[src/hw/rtl/dsp_pkg.sv]
// shared types and constants for the dense shortest paths unit
// no dependencies; used by every module of the block
`timescale 1ns / 1ps

package dsp_pkg;

  localparam int MAX_NODES     = 64;
  localparam int NODE_BITS     = $clog2(MAX_NODES);
  localparam int CNT_BITS      = NODE_BITS + 1;
  localparam int WEIGHT_BITS   = 32;
  localparam int MAT_DEPTH     = MAX_NODES * MAX_NODES;
  localparam int MAT_ADDR_BITS = 2 * NODE_BITS;

  localparam logic [WEIGHT_BITS-1:0] INF_WEIGHT = {WEIGHT_BITS{1'b1}};

  // request kinds on the input channel
  localparam logic REQ_LOAD = 1'b0;
  localparam logic REQ_RUN  = 1'b1;

  // datapath commands
  localparam int OP_BITS = 3;
  localparam logic [OP_BITS-1:0] OP_NONE   = 3'd0;
  localparam logic [OP_BITS-1:0] OP_LOAD   = 3'd1;
  localparam logic [OP_BITS-1:0] OP_INIT   = 3'd2;
  localparam logic [OP_BITS-1:0] OP_SCAN   = 3'd3;
  localparam logic [OP_BITS-1:0] OP_MARK   = 3'd4;
  localparam logic [OP_BITS-1:0] OP_RELAX  = 3'd5;
  localparam logic [OP_BITS-1:0] OP_OUT_RD = 3'd6;
  localparam logic [OP_BITS-1:0] OP_OUT_LD = 3'd7;

  typedef struct packed {
    logic                   req_type;
    logic [NODE_BITS-1:0]   from_node;
    logic [NODE_BITS-1:0]   to_node;
    logic [WEIGHT_BITS-1:0] weight;
    logic [NODE_BITS-1:0]   source_node;
  } in_item_t;

  typedef struct packed {
    logic [NODE_BITS-1:0]   node_index;
    logic [WEIGHT_BITS-1:0] distance;
    logic                   reachable;
    logic                   last;
  } out_item_t;

  typedef struct packed {
    logic [OP_BITS-1:0]   op;
    logic [NODE_BITS-1:0] idx;
    logic                 zero;
    logic                 last;
  } dp_cmd_t;

  typedef struct packed {
    logic found;
    logic out_free;
  } dp_status_t;

endpackage

[src/hw/rtl/dsp_ctrl.sv]
// controller: run sequencing (init sweep, scan, relax rounds, readout),
// node count register and input handshake; uses dsp_pkg
`timescale 1ns / 1ps

module dsp_ctrl (
  input  logic                clk,
  input  logic                rst,
  input  logic                in_valid,
  output logic                in_stall,
  input  dsp_pkg::in_item_t   in_data,
  input  logic                cfg_valid,
  output logic                cfg_ready,
  input  logic [6:0]          cfg_data,
  input  dsp_pkg::dp_status_t status,
  output dsp_pkg::dp_cmd_t    cmd
);

  localparam logic [3:0] S_IDLE      = 4'd0;
  localparam logic [3:0] S_INIT      = 4'd1;
  localparam logic [3:0] S_CHECK     = 4'd2;
  localparam logic [3:0] S_SCAN      = 4'd3;
  localparam logic [3:0] S_SCAN_END  = 4'd4;
  localparam logic [3:0] S_DECIDE    = 4'd5;
  localparam logic [3:0] S_RELAX     = 4'd6;
  localparam logic [3:0] S_RELAX_END = 4'd7;
  localparam logic [3:0] S_OUT_RD    = 4'd8;
  localparam logic [3:0] S_OUT_LD    = 4'd9;

  localparam logic [dsp_pkg::CNT_BITS-1:0] CNT_MAX =
    dsp_pkg::CNT_BITS'(dsp_pkg::MAX_NODES);
  localparam logic [dsp_pkg::CNT_BITS-1:0] CNT_ONE = dsp_pkg::CNT_BITS'(1);

  logic [3:0]                     state, state_next;
  logic [6:0]                     node_count;
  logic [dsp_pkg::CNT_BITS-1:0]   n_run, n_run_next;
  logic [dsp_pkg::CNT_BITS-1:0]   cnt, cnt_next;
  logic [dsp_pkg::CNT_BITS-1:0]   round_cnt, round_cnt_next;
  logic [dsp_pkg::NODE_BITS-1:0]  src, src_next;
  logic [dsp_pkg::CNT_BITS-1:0]   n_eff;
  logic                           cnt_last;
  logic                           accept;

  assign n_eff = (node_count == '0) ? CNT_ONE :
                 (node_count > CNT_MAX) ? CNT_MAX : node_count;

  assign cnt_last  = (cnt == n_run - CNT_ONE);
  assign in_stall  = (state != S_IDLE);
  assign accept    = in_valid && !in_stall;
  assign cfg_ready = 1'b1;

  always_comb begin
    state_next     = state;
    n_run_next     = n_run;
    cnt_next       = cnt;
    round_cnt_next = round_cnt;
    src_next       = src;
    cmd.op         = dsp_pkg::OP_NONE;
    cmd.idx        = cnt[dsp_pkg::NODE_BITS-1:0];
    cmd.zero       = (cnt[dsp_pkg::NODE_BITS-1:0] == src) && ({1'b0, src} < n_run);
    cmd.last       = cnt_last;
    case (state)
      S_IDLE: begin
        if (accept) begin
          if (in_data.req_type == dsp_pkg::REQ_LOAD) begin
            cmd.op = dsp_pkg::OP_LOAD;
          end else begin
            n_run_next = n_eff;
            src_next   = in_data.source_node;
            cnt_next   = '0;
            state_next = S_INIT;
          end
        end
      end
      S_INIT: begin
        cmd.op = dsp_pkg::OP_INIT;
        if (cnt_last) begin
          cnt_next       = '0;
          round_cnt_next = '0;
          state_next     = S_CHECK;
        end else begin
          cnt_next = cnt + CNT_ONE;
        end
      end
      S_CHECK: begin
        cnt_next   = '0;
        state_next = (round_cnt + CNT_ONE >= n_run) ? S_OUT_RD : S_SCAN;
      end
      S_SCAN: begin
        cmd.op = dsp_pkg::OP_SCAN;
        if (cnt_last) begin
          state_next = S_SCAN_END;
        end else begin
          cnt_next = cnt + CNT_ONE;
        end
      end
      S_SCAN_END: begin
        state_next = S_DECIDE;
      end
      S_DECIDE: begin
        cnt_next = '0;
        if (status.found) begin
          cmd.op         = dsp_pkg::OP_MARK;
          round_cnt_next = round_cnt + CNT_ONE;
          state_next     = S_RELAX;
        end else begin
          state_next = S_OUT_RD;
        end
      end
      S_RELAX: begin
        cmd.op = dsp_pkg::OP_RELAX;
        if (cnt_last) begin
          state_next = S_RELAX_END;
        end else begin
          cnt_next = cnt + CNT_ONE;
        end
      end
      S_RELAX_END: begin
        // last relaxation write lands in this cycle
        state_next = S_CHECK;
      end
      S_OUT_RD: begin
        cmd.op     = dsp_pkg::OP_OUT_RD;
        state_next = S_OUT_LD;
      end
      S_OUT_LD: begin
        cmd.op = dsp_pkg::OP_OUT_LD;
        if (status.out_free) begin
          if (cnt_last) begin
            state_next = S_IDLE;
          end else begin
            cnt_next   = cnt + CNT_ONE;
            state_next = S_OUT_RD;
          end
        end
      end
      default: begin
        state_next = S_IDLE;
      end
    endcase
  end

  always_ff @(posedge clk) begin
    if (rst) begin
      state      <= S_IDLE;
      node_count <= 7'(dsp_pkg::MAX_NODES);
      n_run      <= CNT_MAX;
      cnt        <= '0;
      round_cnt  <= '0;
      src        <= '0;
    end else begin
      state     <= state_next;
      n_run     <= n_run_next;
      cnt       <= cnt_next;
      round_cnt <= round_cnt_next;
      src       <= src_next;
      if (cfg_valid && cfg_ready) begin
        node_count <= cfg_data;
      end
    end
  end

endmodule

[config.mk]
export PLATFORM = sky130hd
export DESIGN_NAME = dsp_ctrl
export DESIGN_NICKNAME = d
export VERILOG_FILES = /design/src/hw/rtl/dsp_pkg.sv /design/src/hw/rtl/dsp_ctrl.sv
export SDC_FILE = /design/constraint.sdc
export NUM_CORES = 1
export LEC_CHECK = 0
export ABC_AREA = 1
export CELL_PAD_IN_SITES_DETAIL_PLACEMENT = 1
export CELL_PAD_IN_SITES_GLOBAL_PLACEMENT = 1
export CORE_MARGIN = 3
export CORE_UTILIZATION = 40
export CTS_CLUSTER_SIZE = 20
export DETAILED_ROUTE_END_ITERATION = 16
export DONT_BUFFER_PORTS = 1
export PLACE_DENSITY_LB_ADDON = 0.1
export SETUP_SLACK_MARGIN = 0.5
export SLEW_MARGIN = 25
export SYNTH_ARGS = -nofsm -noshare
export SYNTH_HDL_FRONTEND = slang
export SYNTH_SLANG_ARGS = --single-unit
export TNS_END_PERCENT = 1
[constraint.sdc]
create_clock -name clk -period 2.24 [get_ports clk]
set_input_delay 0.224 -clock clk [delete_from_list [all_inputs] [get_ports clk]]
set_output_delay 0.224 -clock clk [all_outputs]
set_load 0.01 [all_outputs]
* Word-level counts from Yosys, hierarchy flattened
Index checks and enable logic that the tools add are counted.
W data, S select, Z words.
** Storage, ports and cells
- Output and inout bits :: 13
- Logic and storage cells :: 69
- Register bits after elaboration :: 38
- Input port bits :: 64
** Operators by class
- Muxes and demuxes :: 25
- Reductions and logical operators :: 14
- Add/subtract/negate cells :: 3
- Equal/unequal tests :: 18
- $lt $le $gt $ge :: 3
** Operators by type and width (count)
- $mux W7 :: 9
- $pmux W4 S10 :: 1
- $mux W4 :: 9
- $pmux W7 S5 :: 1
- $pmux W3 S7 :: 1
- $eq A4 B3 Y1 const B :: 4
- $add A7 B1 Y7 const B :: 2
- $ne A2 B2 Y1 const B :: 7
- $pmux W7 S2 :: 1
- $eq A4 B2 Y1 const B :: 2
- $eq A4 B4 Y1 const B :: 2
- $eq A7 B7 Y1 :: 1
- $ge A7 B7 Y1 :: 1
- $gt A7 B7 Y1 const B :: 1
- $logic_not A7 Y1 :: 1
- $lt A6 B7 Y1 :: 1
- $sub A7 B1 Y7 const B :: 1
- $eq A6 B6 Y1 :: 1
- $reduce_and A3 Y1 :: 2
- $reduce_and A6 Y1 :: 1
- $reduce_bool A5 Y1 :: 1
- $eq A4 B1 Y1 const B :: 1
- $logic_not A4 Y1 :: 1
- $reduce_and A4 Y1 :: 1
- other kinds (7) :: 10

* Logic depth before layout (Yosys ltp)
Gate-level depths: netlist of run 1.
- Depth after elaboration :: 5
- Mapped depth :: 15
- Depth with buffers taken out :: 15

* Worst setup path before layout of run 1
Ideal clock, no wire load.
- Path type :: register -> register
- Start point :: reg round_cnt[0] (netlist name)
- End point :: reg state[3]
- Cell stages (with the launch flop) :: 13
- Path buffers :: 0
- Clock period less this slack :: 2.017 ns
- Data arrival time :: 1.905 ns
- Setup time :: 0.112 ns
- Required time :: 2.128 ns
- Slack :: 0.223 ns
- Path through :: dfxtp_1 ha_1 nand3_1 nor3_1 xor2_1 ha_1 a21oi_1 o21a_1 nand3_1 a21oi_1 o21ai_0 nor2_1 nor2_1
** Between the ends
- Longest elaborated chain between the ends :: 4
** RTL lines
- from (decl) :: RTL line dsp_ctrl.sv:37 : logic [dsp_pkg::CNT_BITS-1:0] round_cnt, round_cnt_next;
- from (signal assigned) :: RTL line dsp_ctrl.sv:154 : round_cnt <= round_cnt_next;
- $add A7 B1 Y7 :: RTL line dsp_ctrl.sv:86 : state_next = (round_cnt + CNT_ONE >= n_run) ? S_OUT_RD : S_SCAN;
- $ge A7 B7 Y1 :: RTL line dsp_ctrl.sv:86
- $mux W4 :: RTL line dsp_ctrl.sv:86
- $pmux W4 S10 :: RTL line dsp_ctrl.sv:61 : case (state)
- to (signal assigned) :: RTL line dsp_ctrl.sv:151 : state <= state_next;
- to (decl) :: RTL line dsp_ctrl.sv:33 : logic [3:0] state, state_next;
Every way passes these cells.
A chain may end at the register's enable or synchronous reset.

* Worst setup path in the final report of run 1
- Start point :: reg round_cnt[1] (netlist name)
- End point :: reg state[3]
Same word-level chain as after synthesis.

==> impl_metrics.yaml, run 1 <==
outcome:
  outcome: "finished clean"
critical_path:
  end_kind: "flop"
  worstSetupPathType: "reg2reg"
  arrival_ns: 2.37
  critPathLaunchType: "flop"
  critical_path_required_ns: 2.44
  rr_worst_depth: 12
  crit_fanout: 3
global_routing:
  grt_max_degree: 17
  grt_pass1_vias: 2544
  grt_overflow: 0
  grtUsageTotal_pct: 20.5
  antenna_found_initial: 0
  grt_pass1_wl_mm: 12.4
routing:
  vias_per_cell: 5.37
  drt-initial-drc-count: 79
  vias: 2504
  drc_errors: 0
  wirelength_mm: 7.44
  ant_nets: 0
  dr.pass1.iters: 4
  wire_per_inst_um: 16.0
final_layout:
  layout_common_cells: "74 x nand2_1, 48 x nor2_1, 36 x inv_1, 32 x dfxtp_1"
  postLayoutCoreUtil_pct: 49.9
  final_nets: 469
  layout-drive-gt1-share_pct: 24.0
  syn_to_final_growth_pct: 17.1
  num_antenna_cells: 0
  final_area_um2: 3060
  final_common_cell: "nand2_1"
place:
  place_area_um2: 2680
  dp_hpwl_mm: 5.63
  place_congestion: 0.828
  pre_cts_ws_ns: -0.0504
  port_buffers: 0
floorplan:
  die_h_um: 86.8
  placementRows: 28
  ioPinCount: 77
  initial_core_util_pct: 42.6
  fp.dieW_um: 86.8
  core_um2: 6130
  dieArea_um2: 7540
timing:
  fmax_mhz: 460
  finalSetupViolCount: 0
  setup_ws_ns: 0.0668
  fin_hold_ws_ns: 0.0519
  grt_setup_unrepaired: "yes"
  worst_slew_pin_slew_ns: 0.570
  hold_viol_final: 0
  maxSlewViolCount: 0
  slew_headroom_pct: 61.9
  finalCritPeriodShare_pct: 97.0
  skew_ns: 0.00715
  fin_crit_ns: 2.17
synthesis:
  netlist_instances: 388
  synth.distinct_cells: 34
  syn_nets: 467
  synth_top_family_by_area: "simple AND/OR/NAND/NOR gates"
  synth_compound_area_share_pct: 13.9
  synth_seq_cells: 38
  synth_area_um2: 2610
  yosysWarnings: 0
  synth_mux_area_share_pct: 0
  synth_simple_gate_area_share_pct: 34.3
  synthAdderAreaFrac_pct: 7.18
  seq_area_frac_synth_pct: 29.1
  avgSynthCellArea_um2: 6.73
  synth-xor-area-share_pct: 5.03
job:
  cap_viol_max_count: 0
power:
  ir_drop_mv: 0.585
  power.total_mw: 3.58
  p_per_area_nw_per_um2: 1170
  leakage_nw: 1.41
cts:
  numCtsBuffers: 5
  cts.path.max_buffers: 2
  cts_tree: "done"
  numClockSinks: 38
  htree_levels: 2
  path_clk_slew_ns: 0.08
  cts_root_buffer: "clkbuf_8"
  clk_latency_ns: 0.30
min_path:
  hold_path_depth: 2
  hold_path_class: "in2reg"
-- logic make-up after synthesis --
logic type	count (synthesis)
flops	38
buf+inv	62
xor+xnor	15
simple gates	194
compound gates	63
other cells	1
fa+ha+maj	15
-- per-layer routing --
layer  GRT usage, %  vias to the layer above  part of all wire [%]
li1               -                     1264                     -
met1           27.8                     1200                    49
met2           34.2                       34                    47
met3           3.42                        6                   3.1
met4           3.82                        0                  0.77
met5              0                        -                     0
-- flip-flops by register name, summed over array words and instances (netlist names) --
name        cells
state           4
n_run           7
cnt             7
node_count      7
src             6
round_cnt       7
-- power breakdown --
group | total (mW) | switching (mW) | internal (mW)
sequential | 1.04 | 0.211 | 0.828
combinational | 1.85 | 1.19 | 0.663
clock | 0.685 | 0.283 | 0.402
total | 3.58 | 1.69 | 1.89
-- layout make-up --
class / instances / area, um2
repair buffers: 9 / 70.1
clock inverters: 2 / 38.8
well taps: 75 / 93.8
inverters: 48 / 195
multi-input cells: 288 / 1790
flip-flops and latches: 38 / 773
clock buffers: 6 / 93.8
fillers: 786 / 3070
-- critical path, stage by stage, from the launching register on --
cell and delay (ns):
dfxtp_2 0.37, ha_4 0.16, nand3_4 0.09, nor3_2 0.13, xor2_1 0.25, ha_1 0.31
a21oi_2 0.14, o21a_1 0.18, nand3_2 0.09, a21oi_2 0.15, o21ai_1 0.09, nor2_1 0.09
nor2_1 0.04
-- cells in the mapped netlist, drive strengths merged --
| master | instances | area share [%] |
|---|---|---|
| buf | 11 | 2.9 |
| xor2 | 14 | 4.7 |
| nor2 | 65 | 11 |
| nor4 | 2 | 0.48 |
| xnor2 | 1 | 0.34 |
| o21ai | 23 | 4.7 |
| nand4 | 4 | 0.96 |
| conb | 1 | 0.14 |
| a22oi | 2 | 0.57 |
| a211oi | 2 | 0.57 |
| nand2 | 90 | 14 |
| clkbuf | 3 | 0.48 |
| dfxtp | 38 | 29 |
| o22ai | 2 | 0.48 |
| a21oi | 26 | 5.0 |
| inv | 47 | 6.8 |
| o21bai | 1 | 0.29 |
| o2111ai | 6 | 2.0 |
| o21a | 1 | 0.29 |
| ha | 15 | 7.2 |
| nor3 | 6 | 1.1 |
| clkinv | 1 | 0.19 |
| nand3 | 27 | 6.0 |
-- per-stage QoR --
step	instances	TNS, ns
2_1_floorplan	388	0
3_3_place_gp	454	0
3_5_place_dp	454	-0.0504
4_1_cts	466	0
5_1_grt	466	-0.200
6_report	466	0
-- final timing paths --
kind,startpoint,end,slack [ns]
worst max-delay path,round_cnt[1]$_SDFFE_PP0P_,state[3]$_SDFFE_PP0P_,0.07
worst min register to register,node_count[1]$_SDFFE_PP0P_,n_run[1]$_SDFFE_PP0P_,0.48
worst max register to register,round_cnt[1]$_SDFFE_PP0P_,state[3]$_SDFFE_PP0P_,0.07
worst min-delay path,cfg_data[6],node_count[6]$_SDFFE_PP1P_,0.05
-- timing repair --
item | 4_1_cts | 5_1_grt
setup endpoints to repair | 22 | 26
resized for setup | 8 | 51
pin swaps | 6 | 32
hold buffers | 1 | 0
endpoints found under the hold margin | 11 | 0
buffers inserted | 3 | 0
Power figures use the tool's default switching activity.
==> run 2: changes to the inputs <==
Settings changed: CORE_ASPECT_RATIO from default to 0.75.
==> run 2 against run 1 <==
The run now ends with negative hold slack left. Power down 1.4%. Sequential power about the same. Critical path type unchanged. Register-to-register slack gained 0.07 ns. Global-route usage fell by 0.064 points. Highest routed layer unchanged. Largest power group unchanged. Flip-flop and latch count unchanged. Sequential share of layout area up 0.091 points.
==> impl_metrics.yaml, run 2 (synthesis results as in run 1) <==
global_routing:
  grt_overflow: 0
  top_usage_layer: "met2"
  grt_max_degree: 27
  grtUsageMet2_pct: 31.8
  antenna_found_initial: 0
  grt_pass1_wl_mm: 12.6
  grtUsageTotal_pct: 20.4
  grt_pass1_vias: 2586
  use_met1_pct: 29.5
  use_met3_pct: 3.48
place:
  pre_cts_ws_ns: 0.0238
  place_congestion: 0.852
  dp_cells: 455
  place_area_um2: 2670
  dp_hpwl_mm: 5.70
  port_buffers: 0
floorplan:
  ioPinCount: 77
  placementRows: 24
  dieArea_um2: 7550
  fp.dieW_um: 99.3
  core_um2: 6070
  initial_core_util_pct: 43.1
  die_h_um: 76.0
timing:
  setup-tns-final_ns: 0
  grt_setup_unrepaired: "yes"
  worst_slew_pin_slew_ns: 0.823
  finalCritPeriodShare_pct: 93.8
  skew_ns: 0.0112
  setup_ws_ns: 0.139
  slew_headroom_pct: 45.1
  hold_viol_final: 11
  fin_crit_ns: 2.10
  maxSlewViolCount: 0
  fin_hold_ws_ns: -0.0307
  finalSetupViolCount: 0
  fmax_mhz: 476
routing:
  ant_nets: 0
  vias: 2503
  drt-initial-drc-count: 81
  vias_per_cell: 5.37
  drc_errors: 0
  wire_per_inst_um: 16.5
  dr.pass1.iters: 4
  wirelength_mm: 7.68
cts:
  numClockSinks: 38
  cts.path.max_buffers: 2
  numCtsBuffers: 5
  cts_root_buffer: "clkbuf_8"
  cts_tree: "done"
  clk_latency_ns: 0.30
  path_clk_slew_ns: 0.10
  htree_levels: 2
outcome:
  violations: "negative hold slack"
  outcome: "finished with violations"
critical_path:
  critical_path_required_ns: 2.44
  end_kind: "flop"
  worstSetupPathType: "reg2reg"
  critPathLaunchType: "flop"
  arrival_ns: 2.30
  crit_fanout: 3
power:
  leakage_nw: 1.40
  power.total_mw: 3.53
  ir_drop_mv: 0.395
  p_per_area_nw_per_um2: 1150
final_layout:
  fin_cells: 466
  syn_to_final_growth_pct: 17.4
  final_common_cell: "nand2_1"
  layout_common_cells: "77 x nand2_1, 48 x nor2_1, 36 x inv_1, 30 x dfxtp_1, 17 x o21ai_0"
  layout-drive-gt1-share_pct: 25.3
  final_nets: 466
  num_antenna_cells: 0
  final_area_um2: 3070
  postLayoutCoreUtil_pct: 50.6
job:
  cap_viol_max_count: 0
min_path:
  hold_path_class: "in2reg"
-- run 2: layout make-up --
type                            count  area, um2
Timing Repair Buffer                6       48.8
Clock inverter                      2       15.0
Tap cell                           78       97.6
Multi-Input combinational cell    288       1840
Sequential cell                    38        778
Clock buffer                        6       93.8
Inverter                           48        198
Fill cell                         780       3000
-- run 2: final timing paths --
kind                                                    to                       start  cells past startpoint  slack, ns
worst min register to register  node_count[0]$_SDFFE_PP0P_  node_count[0]$_SDFFE_PP0P_                      2       0.50
worst max register to register       state[1]$_SDFFE_PP0P_   round_cnt[0]$_SDFFE_PP0P_                     12       0.14
worst min-delay path                   cnt[0]$_SDFFE_PP0P_                         rst                      1      -0.03
worst max-delay path                 state[1]$_SDFFE_PP0P_   round_cnt[0]$_SDFFE_PP0P_                     12       0.14
-- run 2: timing repair --
item / 4_1_cts / 5_1_grt
setup endpoints to repair: 26 / 27
cloned: 0 / 0
pin swaps: 8 / 31
hold endpoints to repair: 11 / 11
buffers inserted: 3 / 0
resized for setup: 11 / 54
-- run 2: power by group --
| part | internal [mW] | switching, mW |
|---|---|---|
| Combinational | 0.672 | 1.22 |
| Clock | 0.287 | 0.290 |
| Sequential | 0.831 | 0.230 |
| Total | 1.79 | 1.74 |
-- run 2: critical path: stages (launching register included) --
cell and delay, ns:
dfxtp_4 0.37, ha_4 0.15, nand3_4 0.09, nor3_4 0.16, xor2_2 0.10, ha_1 0.33, nand2_2 0.07, nor2_2 0.10
nand4_1 0.17, nand4_1 0.20, nand2_1 0.09, nor2_1 0.11, nor2_1 0.05
-- run 2: per-layer routing --
| layer | up-vias | wire (um) |
|---|---|---|
| met1 | 1197 | 3740 |
| met2 | 48 | 3540 |
| met5 | - | 0 |
| met3 | 5 | 358 |
| li1 | 1253 | - |
| met4 | 0 | 48 |
